File: config.mk
export PLATFORM = sky130hd
export DESIGN_NAME = isp_queue
export DESIGN_NICKNAME = d
export VERILOG_FILES = /design/src/design/isp_pkg.sv /design/src/design/isp_queue.sv
export SDC_FILE = /design/constraint.sdc
export NUM_CORES = 1
export LEC_CHECK = 0
export BUFFER_PORTS_ARGS = -buffer_cell sky130_fd_sc_hd__buf_4
export CAP_MARGIN = 25
export CORE_AREA = 3 3 168 170
export CTS_BUF_LIST = sky130_fd_sc_hd__clkbuf_16
export DETAILED_ROUTE_END_ITERATION = 6
export DIE_AREA = 0 0 171 173
export PLACE_DENSITY_LB_ADDON = 0.08
export SYNTH_ARGS = -nofsm -noshare
export SYNTH_HDL_FRONTEND = slang
export SYNTH_SLANG_ARGS = --single-unit
export TNS_END_PERCENT = 50
File: constraint.sdc
create_clock -name i_clk -period 8.56 [get_ports i_clk]
set_input_delay 0.856 -clock i_clk [delete_from_list [all_inputs] [get_ports i_clk]]
set_output_delay 0.856 -clock i_clk [all_outputs]
set_load 0.03 [all_outputs]
File: src/design/isp_pkg.sv
// shared types and constants for the interpolating sample player
`timescale 1ns / 1ps

package isp_pkg;

    typedef enum logic [1:0] {
        OP_WRITE = 2'd0,
        OP_START = 2'd1,
        OP_STOP  = 2'd2,
        OP_TICK  = 2'd3
    } t_opcode;

    localparam logic [1:0] REG_SPEED = 2'd0;
    localparam logic [1:0] REG_LOOP  = 2'd1;
    localparam logic [1:0] REG_COUNT = 2'd2;

    localparam int SPEED_W  = 24;
    localparam int COUNT_W  = 17;
    localparam int ADDR_W   = 16;
    localparam int VALUE_W  = 24;
    localparam int OUT_W    = 24;
    localparam int CH_OUT_W = 3;
    localparam int CFG_W    = 24;
    localparam int POS_W    = 34;
    localparam int FRAC_W   = 16;
    localparam int IDX_S_W  = 20;

    localparam logic signed [SPEED_W-1:0] SPEED_RESET = 24'sd65536;
    localparam logic signed [POS_W-1:0]   POS_ONE     = 34'sd65536;

    localparam int QUEUE_DEPTH = 8;
    localparam int QUEUE_AW    = 3;

    typedef struct packed {
        logic                valid;
        logic                zero;
        logic [ADDR_W-1:0]   idx_a;
        logic [ADDR_W-1:0]   idx_b;
        logic [FRAC_W-1:0]   frac;
        logic [CH_OUT_W-1:0] channel;
        logic                last;
    } t_req;

    typedef struct packed {
        logic                valid;
        logic [OUT_W-1:0]    sample;
        logic [CH_OUT_W-1:0] channel;
        logic                last;
    } t_result;

endpackage

File: src/design/isp_queue.sv
// result queue with slot reservation for results still in the pipeline
`timescale 1ns / 1ps

module isp_queue (
    input  logic                          i_clk,
    input  logic                          i_rst_n,
    input  logic                          i_issue,
    input  isp_pkg::t_result              i_result,
    input  logic                          i_stall,
    output logic                          o_valid,
    output logic [isp_pkg::OUT_W-1:0]     o_sample_out,
    output logic [isp_pkg::CH_OUT_W-1:0]  o_channel,
    output logic                          o_last,
    output logic                          o_space
);

    localparam int CW = isp_pkg::QUEUE_AW + 1;

    logic [isp_pkg::OUT_W-1:0]    r_q_sample [isp_pkg::QUEUE_DEPTH];
    logic [isp_pkg::CH_OUT_W-1:0] r_q_ch     [isp_pkg::QUEUE_DEPTH];
    logic                         r_q_last   [isp_pkg::QUEUE_DEPTH];
    logic [isp_pkg::QUEUE_AW-1:0] r_wr_ptr;
    logic [isp_pkg::QUEUE_AW-1:0] r_rd_ptr;
    logic [CW-1:0]                r_fill;
    logic [CW-1:0]                r_used;
    logic                         pop;

    assign o_valid      = (r_fill != '0);
    assign pop          = o_valid && !i_stall;
    assign o_space      = (r_used != CW'(isp_pkg::QUEUE_DEPTH));
    assign o_sample_out = r_q_sample[r_rd_ptr];
    assign o_channel    = r_q_ch[r_rd_ptr];
    assign o_last       = r_q_last[r_rd_ptr];

    always_ff @(posedge i_clk) begin
        if (i_result.valid) begin
            r_q_sample[r_wr_ptr] <= i_result.sample;
            r_q_ch[r_wr_ptr]     <= i_result.channel;
            r_q_last[r_wr_ptr]   <= i_result.last;
        end
    end

    always_ff @(posedge i_clk) begin
        if (!i_rst_n) begin
            r_wr_ptr <= '0;
            r_rd_ptr <= '0;
            r_fill   <= '0;
            r_used   <= '0;
        end else begin
            if (i_result.valid) begin
                r_wr_ptr <= r_wr_ptr + 1'b1;
            end
            if (pop) begin
                r_rd_ptr <= r_rd_ptr + 1'b1;
            end
            r_fill <= r_fill + CW'(i_result.valid) - CW'(pop);
            r_used <= r_used + CW'(i_issue) - CW'(pop);
        end
    end

endmodule

* After elaboration in Yosys (flattened, before gate mapping) *
Memories as Yosys holds them, arrays and structs flattened. A register that Yosys moved wholly into a read port is not among the register bits.
Cells that the tools add are included.

word-level totals
  word-level logic and storage cells = 25
  RAM bits = 224
  memories = 3
  output and inout bits = 30
  register bits = 14

operators by class
  add/subtract/negate cells = 6
  reduce and logical (&&, ||, !) cells = 3
  muxes and demuxes = 8
  eq/ne operators = 1

memories
  name        words  width  rd ports  clocked after memory_dff  wr ports  RTL line         source
  r_q_sample  8      24     1         1                         1         isp_queue.sv:19  logic [isp_pkg::OUT_W-1:0] r_q_sample [isp_pkg::QUEUE_DEPTH];
  r_q_ch      8      3      1         1                         1         isp_queue.sv:20  logic [isp_pkg::CH_OUT_W-1:0] r_q_ch [isp_pkg::QUEUE_DEPTH];
  r_q_last    8      1      1         1                         1         isp_queue.sv:21  logic r_q_last [isp_pkg::QUEUE_DEPTH];

operator list
  cell                   count
  $mux W3                6
  $add A4 B1 Y4          2
  $sub A4 B1 Y4          2
  $add A3 B1 Y3 const B  2
  $ne A4 B4 Y1 const B   1
  $reduce_bool A4 Y1     1
  $mux W1                2
  $logic_and A1 B1 Y1    1
  $logic_not A1 Y1       1

* Depth between registers and ports, before layout *
  word-level depth = 4
  gate-level depth with buffers = 10

* Worst setup path after synthesis *
OpenSTA, ideal clock, no wires.

  path type = input port to flip-flop
  start point = in i_result[28] (netlist name)
  end point = mem r_q_ch[0][0] (netlist name) (enable)
  setup slack = 5.223 ns
  arrival = 2.889 ns
  stages on the path = 2
  buffers on the path = 0
  cell sequence = nand2b_1 -> nor3_1

between the ends
  longest elaborated chain between the ends = 2

ends and longest elaborated chain
  item                           RTL line         source
  start, declared                isp_queue.sv:8   input isp_pkg::t_result i_result,
  $mux W1                        isp_queue.sv:36  if (i_result.valid) begin
  $mux W1 (not written as such)  isp_queue.sv:38  r_q_ch[r_wr_ptr] <= i_result.channel;
  end, declared                  isp_queue.sv:20

Every way passes these cells.

==> results by group <==
Status
  – Status: complete, no violations

Worst setup path
  – Crit end category: output port
  – Critical path's slowest cell: dfxtp_4
  – Largest stage delay, worst path: around 660 ps
  – CP max FO: 34
  – Startpoint types: register
  – CP bufs+invs: 2
  – CP dominant cell by count: buf_4
  – Crit path kind: register to output port
  – Critical Path RT: approximately 7700 ps
  – Critical Path AT: between 2000 and 3000 ps
  – CP top delay family: multiplexers
  – Crit-path cells: buf_4 -> mux4_1 -> mux2_2 -> buf_4

Timing
  – Fin crit share: approximately 45%
  – Max Freq: ~0.26 GHz
  – Clk_skew: about 11 ps
  – Max_slew headroom: ~33%
  – Setup TNS Final: 0 ps
  – Crit path time final: roughly 3800 ps
  – Setup violators final: 0
  – Worst-margin pin slew: 1010 ps
  – RSZ-0062 raised after global routing: false
  – Pins Over Slew Limit: 0
  – Final Hold Viols: 0

CTS
  – CTS clock-pin slew for the worst setup and hold paths: approximately 60 ps
  – TritonCTS clock tree: done
  – Post-CTS Hold Buffers: 0
  – TritonCTS Buffers: 27
  – Latest clock arrival within the worst-skew pair: between 500 and 600 ps
  – Max clock buf depth: 3
  – Post-CTS Resized: 0
  – Post-CTS setup repair buffer count: 0
  – Clock sink count: between 200 and 250
  – Clk root buf: clkbuf_16
  – H-tree depth: 1

Drt
  – DR pass1 iterations: 4
  – Initial DRC count: ~230
  – Detail Route Antenna Nets: 0
  – Vias per cell: between 4 and 5
  – Vias: 4280
  – Post-Route WL: 18.9 mm
  – Drt drc: 0
  – Wire length per cell: 21.7 um

Finish
  – Layout cell share with drive strength beyond 1: 37.2%
  – Diodes inserted: 0
  – Finished Layout Cells: 870
  – Total Nets Final: between 500 and 600
  – Final Core Density: a little over two fifths
  – Area Overhead vs Synth: 19.5%

Flow run
  – Max-cap violations: 0

Place
  – Number of cells after detailed placement: 821
  – HPWL Detailed: about 11 mm
  – GPL Wtd Cong: slightly below 0.7
  – Port buffer count: 62

Synthesis
  – Top-count cell post-synth: edfxtp_1
  – Most used flip-flop cell after synthesis: edfxtp_1
  – Post-synth ARST share: 0%
  – Synthesized area: approximately 9400 sq um
  – Commonest cells post-synth: edfxtp_1, mux4_2, mux2_2
  – FF+latch count, synth: around 240
  – Synthesized area per cell: ~22 sq um
  – Register area share after synthesis: 75.5%
  – Netlist cell types: 31
  – Synth warnings: 0
  – Area contributors post-synth: edfxtp_1, mux4_2, dfxtp_1
  – Syn Inst Count: approximately 420
  – Area leader, netlist: edfxtp_1
  – Number of synthesized flops with an enable pin: between 200 and 250
  – Synth Net Count: roughly 470
  – Synth top area share: a little under three quarters

Global routing
  – GRT Util Overall: between 10% and 20%
  – Met3 Track Usage GR: under 10%
  – First-pass GRT wire length: 28.8 mm
  – Initial antenna violation count: 0
  – Global Route met2 Usage: 21.3%
  – Vias in the first global route: approximately 4700
  – Met1 global-route usage: roughly 18%
  – Largest net degree at the start of global routing: 35
  – GRT Max-Usage Layer: met2
  – GR Overflow Total: 0

Floorplan
  – Initial core utilization: between 30% and 40%
  – Die height: 173 um
  – Core area: between 20000 and 30000 sq um
  – Die ar.: around 30000 sq um
  – I/O pin total: 63
  – Horiz. Die Dim: ~170 um
  – Row cnt: 60

Power and ir drop
  – Pwr Density: between 200 and 300 nW/um^2
  – Peak supply drop: ~0.18 mV
  – Static Leak: about 0.0037 uW

Worst hold path
  – Worst hold path class: register to register
[power by group]
| group | internal (uW) | total, uW | switching [uW] |
|---|---|---|---|
| Clock | 719 | 1160 | 442 |
| Sequential | 1340 | 1390 | 49.5 |
| Combinational | 235 | 484 | 250 |
[through the flow]
| stage | area [sq um] | hold slack (ps) | setup WS, ps | power (uW) |
|---|---|---|---|---|
| 6_report | 11200 | 490 | 4750 | 3030 |
| 5_1_grt | 11200 | 521 | 4500 | 3170 |
| 3_5_place_dp | 10300 | 490 | 5180 | 1910 |
| 2_1_floorplan | 9360 | 460 | 5220 | 1750 |
| 4_1_cts | 11200 | 493 | 4620 | 3080 |
| 3_3_place_gp | 10300 | 470 | 5190 | 1900 |
[worst min-delay path, delay by kind of cell, from the launching register on]
family / cells / cell delay, ps
DFF: 1 / 310
and+or+nand+nor: 1 / 70
muxes: 1 / 60
[final cells by class]
| type | count | area (sq um) |
|---|---|---|
| Fill cell | 2391 | 15700 |
| Sequential cell | 241 | 7070 |
| Multi-Input combinational cell | 157 | 2190 |
| Clock buffer | 27 | 676 |
| Timing Repair Buffer | 74 | 559 |
| Tap cell | 341 | 427 |
| Clock inverter | 22 | 223 |
| Inverter | 8 | 30.0 |
[cells in the final DEF (no fill, tap or decap), types with 3 or more instances in the layout]
| cell | instances |
|---|---|
| mux4_1 | 9 |
| ha_1 | 10 |
| nor2_4 | 6 |
| o21ai_0 | 3 |
| dfxtp_1 | 14 |
| clkinv_2 | 4 |
| nand2b_1 | 6 |
| or3_1 | 4 |
| mux4_2 | 47 |
| clkbuf_16 | 27 |
| inv_1 | 10 |
| buf_4 | 73 |
| mux2i_1 | 5 |
| clkinv_1 | 10 |
| nand2_1 | 11 |
| edfxtp_1 | 224 |
| bufinv_16 | 5 |
| and2_1 | 7 |
| mux2_2 | 28 |
[path summary, 6_finish.rpt]
kind	startpoint	endpoint	slack, ps	cells past startpoint
worst max register to register	r_fill[2]	r_fill[2]	5970	9
worst min register to register	r_rd_ptr[1]	r_rd_ptr[1]	490	2
worst max-delay path	register	o_sample_out[23]	4750	4
worst min-delay path	r_rd_ptr[1]	r_rd_ptr[1]	490	2
[layer usage]
| metal | vias to the layer above | share of wire (%) |
|---|---|---|
| li1 | 1913 | - |
| met1 | 2268 | 45 |
| met2 | 69 | 50 |
| met3 | 30 | 3.7 |
| met4 | 0 | 2.3 |
| met5 | - | 0 |
[cell families (layout without fill, tap and decap cells)]
group                      count (synthesis)  after routing  synth area share, %
adders and majority gates                 12             12                 1.77
buffers and inverters                     25            131                 1.62
xor gates and xnor gates                   4              4                0.375
and+or+nand+nor                           41             41                 2.22
DFF                                      241            241                 75.5
muxes                                     89             89                 17.7
AOI/OAI and AO/OA                         11             11                0.749
[sequential cells by signal (all words and copies together) (netlist names), named ones only]
| signal | count |
|---|---|
| r_q_ch | 24 |
| r_rd_ptr | 3 |
| r_used | 4 |
| r_fill | 4 |
| r_wr_ptr | 3 |
| r_q_sample | 192 |
| r_q_last | 8 |
Note: power is estimated with default switching activity, not from simulation.
