### src/design/isp_pkg.sv
// shared types and constants for the interpolating sample player
`timescale 1ns / 1ps

package isp_pkg;

    typedef enum logic [1:0] {
        OP_WRITE = 2'd0,
        OP_START = 2'd1,
        OP_STOP  = 2'd2,
        OP_TICK  = 2'd3
    } t_opcode;

    localparam logic [1:0] REG_SPEED = 2'd0;
    localparam logic [1:0] REG_LOOP  = 2'd1;
    localparam logic [1:0] REG_COUNT = 2'd2;

    localparam int SPEED_W  = 24;
    localparam int COUNT_W  = 17;
    localparam int ADDR_W   = 16;
    localparam int VALUE_W  = 24;
    localparam int OUT_W    = 24;
    localparam int CH_OUT_W = 3;
    localparam int CFG_W    = 24;
    localparam int POS_W    = 34;
    localparam int FRAC_W   = 16;
    localparam int IDX_S_W  = 20;

    localparam logic signed [SPEED_W-1:0] SPEED_RESET = 24'sd65536;
    localparam logic signed [POS_W-1:0]   POS_ONE     = 34'sd65536;

    localparam int QUEUE_DEPTH = 8;
    localparam int QUEUE_AW    = 3;

    typedef struct packed {
        logic                valid;
        logic                zero;
        logic [ADDR_W-1:0]   idx_a;
        logic [ADDR_W-1:0]   idx_b;
        logic [FRAC_W-1:0]   frac;
        logic [CH_OUT_W-1:0] channel;
        logic                last;
    } t_req;

    typedef struct packed {
        logic                valid;
        logic [OUT_W-1:0]    sample;
        logic [CH_OUT_W-1:0] channel;
        logic                last;
    } t_result;

endpackage

### src/design/isp_interp.sv
// weighting multipliers and rounding of two neighbouring samples
`timescale 1ns / 1ps

module isp_interp #(
    parameter int SAMPLE_BITS = 24
) (
    input  logic                   i_clk,
    input  logic                   i_rst_n,
    input  isp_pkg::t_req          i_req,
    input  logic [SAMPLE_BITS-1:0] i_rd_a,
    input  logic [SAMPLE_BITS-1:0] i_rd_b,
    output isp_pkg::t_result       o_result
);

    localparam int PROD_W = SAMPLE_BITS + 18;
    localparam int SUM_W  = PROD_W + 1;
    localparam int Q_W    = SUM_W - isp_pkg::FRAC_W;
    localparam logic signed [Q_W-1:0] Q_HI = Q_W'((64'sd1 <<< (SAMPLE_BITS - 1)) - 64'sd1);
    localparam logic signed [Q_W-1:0] Q_LO = -Q_HI - Q_W'(1);

    logic                                r_s1_valid;
    logic                                r_s1_zero;
    logic [isp_pkg::FRAC_W-1:0]          r_s1_frac;
    logic [isp_pkg::CH_OUT_W-1:0]        r_s1_ch;
    logic                                r_s1_last;
    logic                                r_s2_valid;
    logic signed [PROD_W-1:0]            r_s2_pa;
    logic signed [PROD_W-1:0]            r_s2_pb;
    logic [isp_pkg::CH_OUT_W-1:0]        r_s2_ch;
    logic                                r_s2_last;

    logic signed [SAMPLE_BITS-1:0]       va;
    logic signed [SAMPLE_BITS-1:0]       vb;
    logic signed [17:0]                  wa;
    logic signed [17:0]                  wb;
    logic signed [SUM_W-1:0]             sum;
    logic signed [Q_W-1:0]               q;
    logic signed [SAMPLE_BITS-1:0]       q_sat;

    always_comb begin
        va = signed'(i_rd_a);
        vb = signed'(i_rd_b);
        wa = signed'(18'(18'h10000 - {2'b0, r_s1_frac}));
        wb = signed'({2'b0, r_s1_frac});
    end

    always_ff @(posedge i_clk) begin
        if (!i_rst_n) begin
            r_s1_valid <= 1'b0;
            r_s2_valid <= 1'b0;
        end else begin
            r_s1_valid <= i_req.valid;
            r_s2_valid <= r_s1_valid;
        end
    end

    always_ff @(posedge i_clk) begin
        r_s1_zero <= i_req.zero;
        r_s1_frac <= i_req.frac;
        r_s1_ch   <= i_req.channel;
        r_s1_last <= i_req.last;
        r_s2_ch   <= r_s1_ch;
        r_s2_last <= r_s1_last;
        if (r_s1_zero) begin
            r_s2_pa <= '0;
            r_s2_pb <= '0;
        end else begin
            r_s2_pa <= va * wa;
            r_s2_pb <= vb * wb;
        end
    end

    // floor division by one in Q16, then clip to the stored sample range
    always_comb begin
        sum = SUM_W'(r_s2_pa) + SUM_W'(r_s2_pb);
        q   = signed'(sum[SUM_W-1:isp_pkg::FRAC_W]);
        if (q > Q_HI) begin
            q_sat = SAMPLE_BITS'(Q_HI);
        end else if (q < Q_LO) begin
            q_sat = SAMPLE_BITS'(Q_LO);
        end else begin
            q_sat = SAMPLE_BITS'(q);
        end
        o_result.valid   = r_s2_valid;
        o_result.sample  = isp_pkg::OUT_W'(q_sat);
        o_result.channel = r_s2_ch;
        o_result.last    = r_s2_last;
    end

endmodule

### config.mk
export PLATFORM = sky130hd
export DESIGN_NAME = isp_interp
export DESIGN_NICKNAME = d
export VERILOG_FILES = /design/src/design/isp_pkg.sv /design/src/design/isp_interp.sv
export SDC_FILE = /design/constraint.sdc
export NUM_CORES = 2
export LEC_CHECK = 0
export BUFFER_PORTS_ARGS = -buffer_cell sky130_fd_sc_hd__buf_2
export CAP_MARGIN = 20
export CORE_MARGIN = 2
export CORE_UTILIZATION = 40
export DETAILED_ROUTE_END_ITERATION = 12
export GPL_TIMING_DRIVEN = 0
export PLACE_DENSITY = 0.67
export SLEW_MARGIN = 10
export SYNTH_ARGS = -nofsm -noshare
export SYNTH_HDL_FRONTEND = slang
export SYNTH_SLANG_ARGS = --single-unit
### constraint.sdc
create_clock -name i_clk -period 10.6 [get_ports i_clk]
set_input_delay 0.53 -clock i_clk [delete_from_list [all_inputs] [get_ports i_clk]]
set_output_delay 0.53 -clock i_clk [all_outputs]
set_load 0.03 [all_outputs]
After elaboration in Yosys (flattened, before gate mapping)
Cells that the tools add are included.

storage, ports and cells
  register bits = 110
  latch bits = 0
  RAM bits = 0
  bits in read-only memories = 0
  bits of input ports = 104
  output and inout port bits = 29
  logic and storage cells = 18
  memories = 0

operators by class
  add/sub/neg operators = 2
  multipliers = 2
  divide/modulo/power cells = 0
  magnitude comparators = 2
  equal/unequal tests = 0
  shift-type cells = 0
  muxes and demuxes = 2
  bitwise operators = 0
  reductions and logical operators = 0

operator list
  cell                    count
  $mux 24                 2
  $add 42x41->43          1
  $mul 24x18->42          1
  $mul 24x17->41          1
  $gt 27x24->1 const B    1
  $lt 27x24->1 const B    1
  $sub 17x16->18 const A  1

Logic depth before layout (Yosys ltp)
  word-level depth = 4
  gate-level depth with buffers = 31
  mapped depth without buffers = 29

Worst setup path after synthesis
No wires, ideal clock.

  path kind = register -> register
  start point = reg r_s1_frac[2] in the netlist's numbering
  end point = reg r_s2_pa[38]
  setup time = 0.078 ns
  arrival = 7.172 ns
  required time = 10.522 ns
  path slack = 3.350 ns
  cell stages (with the launch flop) = 29
  buffers on the path = 2
  clock period less this slack = 7.250 ns
  cell sequence = dfxtp_1 clkbuf_1 or4_1 nor4_2 nand3b_1 nor3_1 xnor2_1 clkbuf_1 nand2_1 fa_1 inv_1 fa_1 fa_1 fa_1 fa_1 inv_1 fa_1 inv_1 ha_1 a21o_1 a21o_1 a21oi_1 o21ai_0 nor3_1 a21oi_1 o211a_1 o31a_1 o21a_1 nor3_1

on the way
  longest elaborated chain between the ends = 2

ends and longest elaborated chain
  item                      RTL line          text
  start: declaration        isp_interp.sv:23  logic [isp_pkg::FRAC_W-1:0] r_s1_frac;
  start signal: assignment  isp_interp.sv:59  r_s1_frac <= i_req.frac;
  $sub 17x16->18            isp_interp.sv:43  wa = signed'(18'(18'h10000 - {2'b0, r_s1_frac}));
  $mul 24x18->42            isp_interp.sv:68  r_s2_pa <= va * wa;
  end signal: assignment    isp_interp.sv:68
  end: declaration          isp_interp.sv:27  logic signed [PROD_W-1:0] r_s2_pa;

Every way passes these cells.
A chain may end at the register's enable or synchronous reset.

Worst setup path in the final report
  start point = reg r_s1_frac[5] in the netlist's numbering
  end point = reg r_s2_pa[41]

Same word-level chain as after synthesis.

==> impl_metrics.tcl <==
set metrics [dict create \
    outcome "finished, final reports clean" \
    max_slew_margin_pct 25.45 \
    wl_met3_mm 6.560 \
    grt_pass1_wl_mm 143.6 \
    clock-sinks 110 \
    final.setup_skew_ps 9.099 \
    syn_to_final_growth_pct 6.456 \
    m1WireLength_mm 38.08 \
    synthFlopType "dfxtp_1" \
    hpwl_mm 76.40 \
    place_ws_ps 1591 \
    num-nets-final 4963 \
    remaining_drc_errors 0 \
    syn_area_per_cell_sq_um 9.003 \
    synth_top_area_share_pct 46.45 \
    hp-class "in -> reg" \
    period_needed_ps 9184 \
    max_clock_freq_ghz 0.1089 \
    fin_setup_tns_ps 0 \
    tightest_slew_ps 1110 \
    synth.area.top_cells "fa_1 46%, inv_1 9.8%, ha_1 9.1%, dfxtp_1 6.6%, nand2_1 6.0%" \
    grt_pass1_vias 26180 \
    fin_crit_sh_pct 86.64 \
    clock_path_buffers 2 \
    cp.required_ps 10870 \
    route.antenna.remaining_nets 0 \
    drive_gt1_share_pct 5.051 \
    top_layer "met4" \
    start_util_pct 40.26 \
    yosys-top-cells-count "879 x inv_1, 778 x fa_1, 538 x nand2_1" \
    syn-num-nets 4851 \
    worstSetupEndpointType "register" \
    boundaryPins 133 \
    htree_levels 3 \
    drt-initial-drc-count 1488 \
    clk_latency_ps 360 \
    first_pass_iters 7 \
    startpoint_type "register" \
    cp_max_fo 10 \
    reg2reg_depth 25 \
    worst_ep_arrival_time_ps 9460 \
    cts_resized 0 \
    critical_path_class "reg -> reg" \
    drt_wl_total_mm 89.04 \
    grtUsageTotal_pct 21.60 \
    rows 106 \
    cts.reportedPaths.clkPinSlew_ps 80 \
    clockRootBuffer "clkbuf_16" \
    synth_area_sq_um 33530 \
    maxSlewViolCount 0 \
    die_area_sq_um 86150 \
    post-cts-setup-buffers 0 \
    synth_edf_count 0 \
    cts_tree "yes" \
    ys_seq_area_share_pct 6.568 \
    post_synth_num_cell_types 91 \
    synth_top_cell_by_area "fa_1" \
    grt_max_degree 22 \
    core_sq_um 83290 \
    finalHoldViolCount 0 \
    finalWorstSetupSlack_ps 1416 \
    overflow 0 \
    vias 24960 \
    die_h_microns 293.5 \
    io_buffer_count 100 \
    synth-seq-cells 110 \
    rsz0062_at_grt "false" \
    wl_per_cell_microns 18.09 \
    place_congestion 0.9442 \
    synthArstFlopShare_pct 0 \
    ctsHoldBuffers 0 \
    synthCells 3724 \
    yosys_warnings 0 \
    cts_buffers 9 \
    synthMostInstantiatedCell "inv_1" \
    routed-wl-met2_mm 41.26 \
    cap_violations 0 \
    die_w_microns 293.5 \
    grt_antenna_before_repair 3 \
    post-route-util_pct 42.85 \
    vias_per_cell 5.071 \
    setup_viol 0 \
    whs_path_depth 1 \
]
[sequential cells by signal (all words and copies together) (netlist names)]
signal and flops:
r_s1_ch 3, r_s1_frac 16, r_s1_last 1, r_s1_valid 1, r_s1_zero 1, r_s2_ch 3, r_s2_last 1, r_s2_pa 42
r_s2_pb 41, r_s2_valid 1
[worst paths after layout]
kind	from	to	slack [ps]
max reg2reg	r_s1_frac[5]$_DFF_P_	r_s2_pa[41]$_SDFF_PP0_	1420
min reg2reg	r_s1_ch[2]$_DFF_P_	r_s2_ch[2]$_DFF_P_	330
max	r_s1_frac[5]$_DFF_P_	r_s2_pa[41]$_SDFF_PP0_	1420
min	i_req[52]	r_s1_zero$_DFF_P_	260
[metal layers]
layer  GRT usage (%)  vias to the layer above
li1                -                    11270
met1           30.00                    12610
met2           34.93                      905
met3           3.124                      176
met4           6.745                        0
met5               0                        -
[layout make-up]
type / count / area (sq um)
clock inverters: 7 / 71.32
flip-flops and latches: 110 / 2202
repair buffers: 101 / 508.0
plain buffers: 153 / 631.9
inverters: 882 / 3311
diodes: 1 / 2.502
multi-input cells: 2579 / 27390
clock buffers: 9 / 225.2
well taps: 1080 / 1351
fillers: 8277 / 47600
[per-stage QoR]
| step | hold WS, ps | instances | cell area (sq um) |
|---|---|---|---|
| floorplan | 309.6 | 3724 | 33530 |
| global route | 248.5 | 4921 | 35690 |
| finish | 261.9 | 4922 | 35690 |
| global placement | 311.7 | 4904 | 35380 |
| detailed placement | 313.8 | 4905 | 35390 |
| CTS | 250.6 | 4921 | 35690 |
[cells by family after synthesis]
family,Yosys count,share of synthesized area [%]
and+or+nand+nor,1095,15.65
buffers and inverters,1035,11.76
DFF,110,6.568
AOI/OAI and AO/OA,346,7.408
xor gates and xnor gates,112,2.926
muxes,3,0.09702
adders and majority gates,1023,55.60
[placed cells by master (no fill, tap or decap), types with 10 or more instances in the layout]
cell and n:
a31oi_1 10, a21o_1 58, dfxtp_1 110, o211ai_1 10, inv_1 879, nor2b_1 26, o21a_1 13, and2_1 312
nand3_1 21, clkbuf_1 138, xor2_1 41, nor2_1 106, o21ai_1 14, o21ai_0 41, nand2_1 538, fa_1 778
buf_2 101, ha_1 245, nor3_1 29, a211oi_1 15, o21bai_1 15, a21oi_1 89, xnor2_1 71, o21ai_2 21
[critical path, stage by stage, from the launching register on]
cell      delay, ps
dfxtp_1         320
clkbuf_1        750
or4_1           300
nor4_2           60
nand3_1         250
nor3_1           90
xnor2_1         910
clkbuf_1        620
and2_1          240
fa_1            450
fa_1            590
fa_1            460
fa_1            460
fa_1            490
inv_1            50
fa_1            550
inv_1            60
ha_1            260
clkbuf_1        240
nand3_1         180
o31ai_1         730
a21oi_2         220
nor4_2          340
o41a_1          200
nor3_1           60
nor3_1          190
Power is left out: the tool's default activity adds up to more than one toggle a clock period on the data nets, which glitch-free logic cannot reach.
