===== config.mk =====
export PLATFORM = sky130hd
export DESIGN_NAME = isp_seq
export DESIGN_NICKNAME = d
export VERILOG_FILES = /design/src/design/isp_pkg.sv /design/src/design/isp_seq.sv
export SDC_FILE = /design/constraint.sdc
export NUM_CORES = 1
export LEC_CHECK = 0
export BUFFER_PORTS_ARGS = -buffer_cell sky130_fd_sc_hd__buf_2
export CORE_MARGIN = 2
export CORE_UTILIZATION = 45
export CTS_BUF_LIST = sky130_fd_sc_hd__clkbuf_8
export DETAILED_ROUTE_END_ITERATION = 8
export PLACE_DENSITY = 0.62
export SLEW_MARGIN = 40
export SYNTH_ARGS = -nofsm -noshare
export SYNTH_HDL_FRONTEND = slang
export SYNTH_SLANG_ARGS = --single-unit
export TNS_END_PERCENT = 100

===== constraint.sdc =====
create_clock -name i_clk -period 13.5 [get_ports i_clk]
set_input_delay 3.375 -clock i_clk [delete_from_list [all_inputs] [get_ports i_clk]]
set_output_delay 3.375 -clock i_clk [all_outputs]
set_load 0.01 [all_outputs]

===== src/design/isp_pkg.sv =====
// shared types and constants for the interpolating sample player
`timescale 1ns / 1ps

package isp_pkg;

    typedef enum logic [1:0] {
        OP_WRITE = 2'd0,
        OP_START = 2'd1,
        OP_STOP  = 2'd2,
        OP_TICK  = 2'd3
    } t_opcode;

    localparam logic [1:0] REG_SPEED = 2'd0;
    localparam logic [1:0] REG_LOOP  = 2'd1;
    localparam logic [1:0] REG_COUNT = 2'd2;

    localparam int SPEED_W  = 24;
    localparam int COUNT_W  = 17;
    localparam int ADDR_W   = 16;
    localparam int VALUE_W  = 24;
    localparam int OUT_W    = 24;
    localparam int CH_OUT_W = 3;
    localparam int CFG_W    = 24;
    localparam int POS_W    = 34;
    localparam int FRAC_W   = 16;
    localparam int IDX_S_W  = 20;

    localparam logic signed [SPEED_W-1:0] SPEED_RESET = 24'sd65536;
    localparam logic signed [POS_W-1:0]   POS_ONE     = 34'sd65536;

    localparam int QUEUE_DEPTH = 8;
    localparam int QUEUE_AW    = 3;

    typedef struct packed {
        logic                valid;
        logic                zero;
        logic [ADDR_W-1:0]   idx_a;
        logic [ADDR_W-1:0]   idx_b;
        logic [FRAC_W-1:0]   frac;
        logic [CH_OUT_W-1:0] channel;
        logic                last;
    } t_req;

    typedef struct packed {
        logic                valid;
        logic [OUT_W-1:0]    sample;
        logic [CH_OUT_W-1:0] channel;
        logic                last;
    } t_result;

endpackage


===== src/design/isp_seq.sv =====
// command register, configuration, play position and per-channel read requests
`timescale 1ns / 1ps

module isp_seq #(
    parameter int MAX_SAMPLES = 65536,
    parameter int CHANNELS    = 2,
    parameter int SAMPLE_BITS = 24
) (
    input  logic                        i_clk,
    input  logic                        i_rst_n,
    input  logic                        i_valid,
    output logic                        o_stall,
    input  logic [1:0]                  i_opcode,
    input  logic [isp_pkg::ADDR_W-1:0]  i_sample_address,
    input  logic [isp_pkg::VALUE_W-1:0] i_sample_value,
    input  logic                        i_cfg_we,
    input  logic [1:0]                  i_cfg_index,
    input  logic [isp_pkg::CFG_W-1:0]   i_cfg_data,
    input  logic                        i_space,
    output isp_pkg::t_req               o_req,
    output logic                        o_mem_we,
    output logic [isp_pkg::ADDR_W-1:0]  o_mem_addr,
    output logic [SAMPLE_BITS-1:0]      o_mem_data
);

    localparam int CH_W = (CHANNELS > 1) ? $clog2(CHANNELS) : 1;
    localparam logic [CH_W-1:0] LAST_CH = CH_W'(CHANNELS - 1);
    localparam logic signed [32:0] SAT_HI = 33'((64'sd1 <<< (SAMPLE_BITS - 1)) - 64'sd1);
    localparam logic signed [32:0] SAT_LO = -SAT_HI - 33'sd1;

    function automatic logic [isp_pkg::ADDR_W-1:0] clamp_idx(
        input logic signed [isp_pkg::IDX_S_W-1:0] idx,
        input logic signed [isp_pkg::IDX_S_W-1:0] hi
    );
        logic signed [isp_pkg::IDX_S_W-1:0] c;
        if (idx < 0) begin
            c = '0;
        end else if (idx > hi) begin
            c = hi;
        end else begin
            c = idx;
        end
        return c[isp_pkg::ADDR_W-1:0];
    endfunction

    logic                                r_in_valid;
    isp_pkg::t_opcode                    r_in_op;
    logic [isp_pkg::ADDR_W-1:0]          r_in_addr;
    logic signed [isp_pkg::VALUE_W-1:0]  r_in_value;
    logic signed [isp_pkg::SPEED_W-1:0]  r_speed;
    logic                                r_loop;
    logic [isp_pkg::COUNT_W-1:0]         r_count;
    logic signed [isp_pkg::POS_W-1:0]    r_pos;
    logic                                r_playing;
    logic [CH_W-1:0]                     r_ch;

    logic [isp_pkg::COUNT_W-1:0]         count_eff;
    logic signed [isp_pkg::IDX_S_W-1:0]  cnt_s;
    logic signed [isp_pkg::IDX_S_W-1:0]  cnt_m1;
    logic signed [isp_pkg::IDX_S_W-1:0]  i_old;
    logic signed [isp_pkg::IDX_S_W-1:0]  i_sum;
    logic signed [isp_pkg::IDX_S_W-1:0]  i_new;
    logic signed [isp_pkg::IDX_S_W-1:0]  idx_a;
    logic signed [isp_pkg::IDX_S_W-1:0]  idx_b;
    logic signed [isp_pkg::POS_W-1:0]    pos_sum;
    logic signed [isp_pkg::POS_W-1:0]    n_pos;
    logic                                n_playing;
    logic                                step_zero;
    logic                                active;
    logic                                issue;
    logic                                done;
    logic                                accept;
    logic signed [32:0]                  wr_ext;

    always_comb begin
        count_eff = (32'(r_count) > 32'(MAX_SAMPLES)) ? isp_pkg::COUNT_W'(MAX_SAMPLES)
                                                       : r_count;
        cnt_s   = signed'(isp_pkg::IDX_S_W'(count_eff));
        cnt_m1  = cnt_s - 20'sd1;
        i_old   = isp_pkg::IDX_S_W'(signed'(r_pos[isp_pkg::POS_W-1:isp_pkg::FRAC_W]));
        pos_sum = r_pos + isp_pkg::POS_W'(r_speed);
        i_sum   = isp_pkg::IDX_S_W'(signed'(pos_sum[isp_pkg::POS_W-1:isp_pkg::FRAC_W]));
        active  = r_playing && (count_eff != '0)
                  && (r_loop || (i_old >= 0 && i_old < cnt_s));

        n_pos     = r_pos;
        n_playing = r_playing;
        step_zero = 1'b1;
        idx_a     = '0;
        idx_b     = '0;

        if (active) begin
            if (r_loop && !r_speed[isp_pkg::SPEED_W-1]) begin
                n_pos = (i_sum >= cnt_m1) ? isp_pkg::POS_ONE : pos_sum;
            end else if (r_loop) begin
                n_pos = (pos_sum < 0) ? signed'({1'b0, count_eff, 16'b0}) : pos_sum;
            end else begin
                n_pos = pos_sum;
            end
        end

        i_new = isp_pkg::IDX_S_W'(signed'(n_pos[isp_pkg::POS_W-1:isp_pkg::FRAC_W]));

        if (active) begin
            if (r_loop && r_speed[isp_pkg::SPEED_W-1]) begin
                idx_a     = i_new - 20'sd1;
                idx_b     = i_new - 20'sd2;
                step_zero = 1'b0;
            end else if (r_loop || (i_new >= 0 && i_new < cnt_s)) begin
                idx_a     = i_new + 20'sd1;
                idx_b     = i_new + 20'sd2;
                step_zero = 1'b0;
            end else begin
                // one-shot play ran off the buffer
                n_playing = 1'b0;
            end
        end
    end

    assign issue   = r_in_valid && (r_in_op == isp_pkg::OP_TICK) && i_space;
    assign done    = r_in_valid && ((r_in_op != isp_pkg::OP_TICK)
                                    || (i_space && (r_ch == LAST_CH)));
    assign o_stall = r_in_valid && !done;
    assign accept  = i_valid && !o_stall;

    always_comb begin
        o_req.valid   = issue;
        o_req.zero    = step_zero;
        o_req.idx_a   = clamp_idx(idx_a, cnt_m1);
        o_req.idx_b   = clamp_idx(idx_b, cnt_m1);
        o_req.frac    = n_pos[isp_pkg::FRAC_W-1:0];
        o_req.channel = isp_pkg::CH_OUT_W'(r_ch);
        o_req.last    = (r_ch == LAST_CH);
    end

    // sample write, saturated to the stored width
    always_comb begin
        wr_ext = 33'(r_in_value);
        if (wr_ext > SAT_HI) begin
            wr_ext = SAT_HI;
        end else if (wr_ext < SAT_LO) begin
            wr_ext = SAT_LO;
        end
        o_mem_data = SAMPLE_BITS'(wr_ext);
        o_mem_addr = r_in_addr;
        o_mem_we   = r_in_valid && (r_in_op == isp_pkg::OP_WRITE)
                     && (32'(r_in_addr) < 32'(MAX_SAMPLES));
    end

    always_ff @(posedge i_clk) begin
        if (accept) begin
            r_in_op    <= isp_pkg::t_opcode'(i_opcode);
            r_in_addr  <= i_sample_address;
            r_in_value <= i_sample_value;
        end
    end

    always_ff @(posedge i_clk) begin
        if (!i_rst_n) begin
            r_in_valid <= 1'b0;
            r_speed    <= isp_pkg::SPEED_RESET;
            r_loop     <= 1'b0;
            r_count    <= '0;
            r_pos      <= '0;
            r_playing  <= 1'b0;
            r_ch       <= '0;
        end else begin
            if (i_cfg_we) begin
                case (i_cfg_index)
                    isp_pkg::REG_SPEED: r_speed <= i_cfg_data;
                    isp_pkg::REG_LOOP:  r_loop  <= i_cfg_data[0];
                    isp_pkg::REG_COUNT: r_count <= i_cfg_data[isp_pkg::COUNT_W-1:0];
                    default: ;
                endcase
            end

            if (accept) begin
                r_in_valid <= 1'b1;
            end else if (done) begin
                r_in_valid <= 1'b0;
            end

            if (r_in_valid) begin
                case (r_in_op)
                    isp_pkg::OP_START: begin
                        r_playing <= 1'b1;
                        r_pos     <= '0;
                    end
                    isp_pkg::OP_STOP: begin
                        r_playing <= 1'b0;
                    end
                    isp_pkg::OP_TICK: begin
                        if (issue) begin
                            r_pos     <= n_pos;
                            r_playing <= n_playing;
                            r_ch      <= (r_ch == LAST_CH) ? '0 : r_ch + 1'b1;
                        end
                    end
                    default: ;
                endcase
            end
        end
    end

endmodule


* Yosys cells after proc, flatten, opt, wreduce, memory -nomap -nowiden
Index checks and enable logic that the tools add are counted.
** Cells by class
- $add $sub $neg :: 7
- $mul :: 0
- Div/mod/pow operators :: 0
- Magnitude comparators :: 13
- Equality and inequality tests :: 10
- Shifts and indexed selects :: 0
- Mux-type cells :: 31
- Bitwise logic cells :: 0
- Reduce and logical (&&, ||, !) cells :: 31
** Operators by type and width (number)
- $mux W34 :: 6
- $mux W20 :: 6
- $pmux W34 S2 :: 1
- $mux W16 :: 4
- $mux W24 :: 2
- $gt A20 B18 Y1 :: 2
- $lt A20 B1 Y1 const B :: 2
- $ge A18 B1 Y1 const B :: 2
- $lt A18 B18 Y1 :: 2
- $add A34 B24 Y34 :: 1
- $lt A34 B1 Y1 const B :: 1
- $gt A24 B24 Y1 const B :: 1
- $lt A24 B24 Y1 const B :: 1
- $add A18 B2 Y19 const B :: 1
- $add A18 B3 Y19 const B :: 1
- $sub A18 B2 Y19 const B :: 1
- $sub A18 B3 Y19 const B :: 1
- $ge A18 B18 Y1 :: 1
- $sub A17 B1 Y18 const B :: 1
- $gt A17 B17 Y1 const B :: 1
- $mux W17 :: 1
- $reduce_bool A17 Y1 :: 1
- $logic_and A1 B1 Y1 :: 13
- $mux W1 :: 10
- other kinds (13) :: 29
** Word-level totals
- Register bits after elaboration :: 121
- Latch bits :: 0
- RAM bits :: 0
- Bits in read-only memories :: 0
- Input bits :: 73
- Output and inout bits :: 96
- Logic and storage cells :: 102
- Memories kept :: 0

* Depth between registers and ports, before layout
- Depth in word-level cells :: 16
- Gate-level depth with buffers :: 49
- Mapped depth without buffers :: 45

* Least setup slack after synthesis
Ideal clock, no wire load.
- Path type :: register to output
- Start point :: register r_speed[0] (netlist name)
- End point :: output port o_req[24] (netlist name)
- Arrival :: 9489 ps
- Data required time :: 10125 ps
- Slack :: 636 ps
- Cell stages (with the launch flop) :: 47
- Path buffers :: 4
- Cell sequence :: dfxtp_1 ha_1 fa_1 a211oi_1 o21bai_1 o21ai_2 a21boi_0 o31a_1 a31o_2 a221oi_1 xnor2_1 ha_1 nand4_1 o22ai_1 o311ai_0 o31a_1 and2_1 o2111ai_1 [11 not listed] nand2_1 clkbuf_1 nor2_1 a21oi_1 a32oi_1 ha_1 nor2b_1 o21ai_0 nand2b_1 a21oi_1 nor2b_1 o21ai_0 nand3_1 a41oi_4 xnor2_1 buf_6 or3_1 a21oi_1
** RTL lines
- start, declared :: line isp_seq.sv:50 : logic signed [isp_pkg::SPEED_W-1:0] r_speed;
- start signal, assigned :: line isp_seq.sv:161 : r_speed <= isp_pkg::SPEED_RESET;
- start signal, assigned :: line isp_seq.sv:170 : isp_pkg::REG_SPEED: r_speed <= i_cfg_data;
- end, declared :: line isp_seq.sv:20 : output isp_pkg::t_req o_req,

==> run summary <==
## Critical path
* **WP data arrival** 9.65 ns
* **Critical Path Max Stage Delay** 0.42 ns
* **logic depth of the worst path, buffers included** 45
* **kind of capture point of the worst setup path** output pin
* **highest net fanout along the worst path** 9
* **Reg2Reg Setup Slack** 6.62 ns
* **Crit path buffers/inverters** 4
* **data required time at the worst endpoint** 10.12 ns
* **Worst Reg-to-Reg Cells** 34
* **family of cells with the greatest summed delay on the critical path** compound AO/OA/AOI/OAI gates
* **critical path class** reg2out
* **cell repeated most along the worst path** a21o_1
* **type of element launching the critical path** flip-flop
* **standard cell with the maximum stage delay on the critical path** fa_2

## Drt
* **count of antenna-violating nets left after detailed routing** 0
* **Avg WL per Cell** 21.7 um
* **vias after detailed routing** 12.6k
* **violation count after the first detailed-route iteration** 1106
* **total detailed-routing wirelength** 44300 um
* **Initial DRT Pass Iterations** 5
* **vias per cell** 6.18
* **drt drc** 0

## Logic synthesis
* **combinational family with the most area after synthesis** compound AO/OA/AOI/OAI gates
* **cell accounting for the most synthesized area** dfxtp_1
* **Cell variety after synth** 105
* **Post-Synth XOR/XNOR Area** 4.54%
* **top area cells in the synthesized netlist** dfxtp_1 13%, ha_1 13%, edfxtp_1 10%
* **share of cell area taken by muxes after synthesis** 0.505%
* **adder and majority cell fraction of the synthesized area** 13.1%
* **Post-synth EDFFs** 42
* **number of flip-flops and latches in the synthesized netlist** 121
* **most common flop cell mapped by yosys** dfxtp_1
* **post-synth top area share** 13.0%
* **Syn Area/Cell** 7.99 um2
* **area fraction in compound gates after synthesis** 30.4%
* **register area share after synthesis** 23.4%
* **number of warning messages in the yosys log** 0
* **ys async rst share** 0%
* **post-synthesis instance total** 1520
* **netlist area before placement** 12100 um2
* **Post-Synth Simple-Gate Area** 23.0%

## STA
* **Fmax achieved** 76.8 MHz
* **actual slew at the worst max-slew pin** 0.782 ns
* **hold violation total from the final report** 0
* **post-route clock period utilization** 96.5%
* **final worst clock skew** 0.0233 ns
* **Worst slew margin** 47.7%
* **final slew viol count** 0
* **final sum of negative setup slack** 0 ns
* **number of setup violations in the final report** 0
* **Tmin final** 13.02 ns
* **Min Hold Slack** 0.478 ns
* **smallest setup slack after layout** 0.477 ns

## Global routing
* **vias in the first global route** 11.6k
* **aggregate global routing overflow** 0
* **GRT Util Overall** 30.5%
* **GR Util met1** 42.8%
* **peak-usage layer in the global routing report** met2
* **maximum number of pins on one net before global-route repair** 80
* **met3 track demand over resource** 8.06%
* **met2 Usage GRT** 46.0%
* **first-pass GRT wire length** 66900 um
* **antenna violations before repair** 0

## Floorplanning
* **number of top-level pins** 169
* **Die W** 168 um
* **chip height** 168 um
* **die area** 28300 um2
* **Starting Density** 45.4%
* **count of standard-cell rows** 60
* **core region area** 26700 um2

## Placed design
* **Inst Count DP** 1985
* **DP HPWL** 34200 um
* **Post-Place Worst Slack** 0.128 ns
* **weighted congestion reported at the end of routability-driven placement** 0.988
* **Post-Place Cell Area** 13500 um2
* **PortBufs** 166

## Cells and area
* **final cell count without fillers** 2035
* **area growth from synthesis to layout** 17.9%
* **design area** 14300 um2
* **fraction of final layout cells sized beyond drive strength 1** 23.9%
* **net count reported at finish** 1880

## CTS
* **clock latency on the worst-skew pair** 0.47 ns
* **Inserted Clock Buffers** 17
* **clock-pin slew on the worst setup and hold paths** 0.08 ns
* **number of clock sinks seen by CTS** 121
* **CTS tree** built
* **buffers from clock root to sink, at most** 2
* **htree depth** 4
* **library cell used as clock root buffer** clkbuf_8

## Worst hold path
* **Hold/Removal Path Class** reg2reg
* **Worst Hold Path Cells** 2

## Run
* **max cap viols** 0

## Power
* **Static Leakage** 0.00623 uW
* **peak supply drop** 0.0603 mV
* **power density of the placed cells** 78.7 nW/um2

## Outcome
* **outcome** finished, final reports clean

-- final cells by class --
cell class | instances | area (um2)
tap | 341 | 427
sequential | 121 | 2840
multi-input combinational | 1263 | 9030
timing repair buffer | 252 | 1510
antenna | 1 | 2.50
clock buffer | 17 | 234
inverter | 25 | 96.3
clock inverter | 15 | 178
fill | 2596 | 12400
-- metal layers --
layer | up-vias | part of all wire [%]
li1 | 6027 | -
met1 | 5942 | 46
met2 | 535 | 42
met3 | 74 | 9.5
met4 | 0 | 2.6
met5 | - | 0
-- cell usage after synthesis (13+ instances only) --
cell and instances:
nand2_1 211, ha_1 126, a21oi_1 90, nor2_1 90, dfxtp_1 79, clkbuf_1 75
o21ai_0 62, a21o_1 52, a22oi_1 46, nor2b_1 46, a21boi_0 42, edfxtp_1 42
nand3_1 40, xnor2_1 38, nand4_1 35, nor3_1 32, o31ai_1 31, xor2_1 25
a211oi_1 24, inv_1 19, or3_1 19, o211ai_1 18, a31oi_1 16, o21a_1 16
buf_2 14, and3_1 13
-- kinds of logic (layout without fill, tap and decap cells) --
kind of cell | Yosys count | after routing
other | 1 | 3
and+or+nand+nor | 562 | 562
buffers and inverters | 137 | 309
xor gates and xnor gates | 63 | 63
muxes | 6 | 6
AOI/OAI and AO/OA | 503 | 503
DFF | 121 | 121
adders and majority gates | 127 | 127
-- tightest hold or removal path: stages (launching register included) --
cell	delay [ns]
dfxtp_1	0.32
nand2_1	0.05
nand3_1	0.06
-- worst paths after layout --
path	from	end
worst max-delay path	r_pos[0]	o_req[25]
worst min-delay path	r_speed[16]	r_speed[16]
worst max register to register	r_pos[0]	r_playing
worst min register to register	r_speed[16]	r_speed[16]
-- flip-flops by register name, indices dropped and copies added (netlist names) --
signal / count
o_mem_addr: 16
r_ch: 1
r_count: 17
r_in_op: 2
r_in_valid: 1
r_in_value: 24
r_loop: 1
r_playing: 1
r_pos: 34
r_speed: 24
-- cell usage in the layout, fill, tap and decap left out, types with 6 or more instances in the layout --
master / instances
a211oi_1: 22
a21boi_0: 41
a21o_1: 52
a21oi_1: 82
a21oi_2: 10
a22oi_1: 46
a31o_2: 8
a31oi_1: 12
and2_1: 11
and3_1: 13
buf_2: 169
buf_4: 79
clkbuf_8: 17
dfxtp_1: 79
edfxtp_1: 42
ha_1: 123
inv_1: 19
inv_6: 6
nand2_1: 209
nand2b_1: 11
nand3_1: 40
nand4_1: 35
nor2_1: 80
nor2_2: 10
nor2b_1: 44
nor3_1: 30
o211ai_1: 18
o21a_1: 15
o21ai_0: 57
o21ai_1: 7
o31ai_1: 28
or2_2: 7
or3_1: 19
xnor2_1: 37
xor2_1: 24
-- through the flow --
stage	total power, uW	util, %
finish	1130	53.6
detailed placement	747	50.4
global route	1180	53.6
floorplan	610	-
global placement	743	50.2
CTS	1100	52.1
-- power breakdown --
group / total (uW) / internal, uW / switching (uW)
Sequential: 398 / 390 / 7.97
Combinational: 379 / 148 / 231
Clock: 350 / 172 / 179
Total: 1130 / 709 / 418
-- what timing repair did --
item / in CTS / in global routing
setup endpoints to repair: 32 / 32
pin swaps: 1 / 28
hold buffers: 0 / 0
setup buffers: 3 / 13
gates cloned: 0 / 1
endpoints found under the hold margin: 0 / 0
resized for setup: 8 / 63
Power figures use the tool's default switching activity.
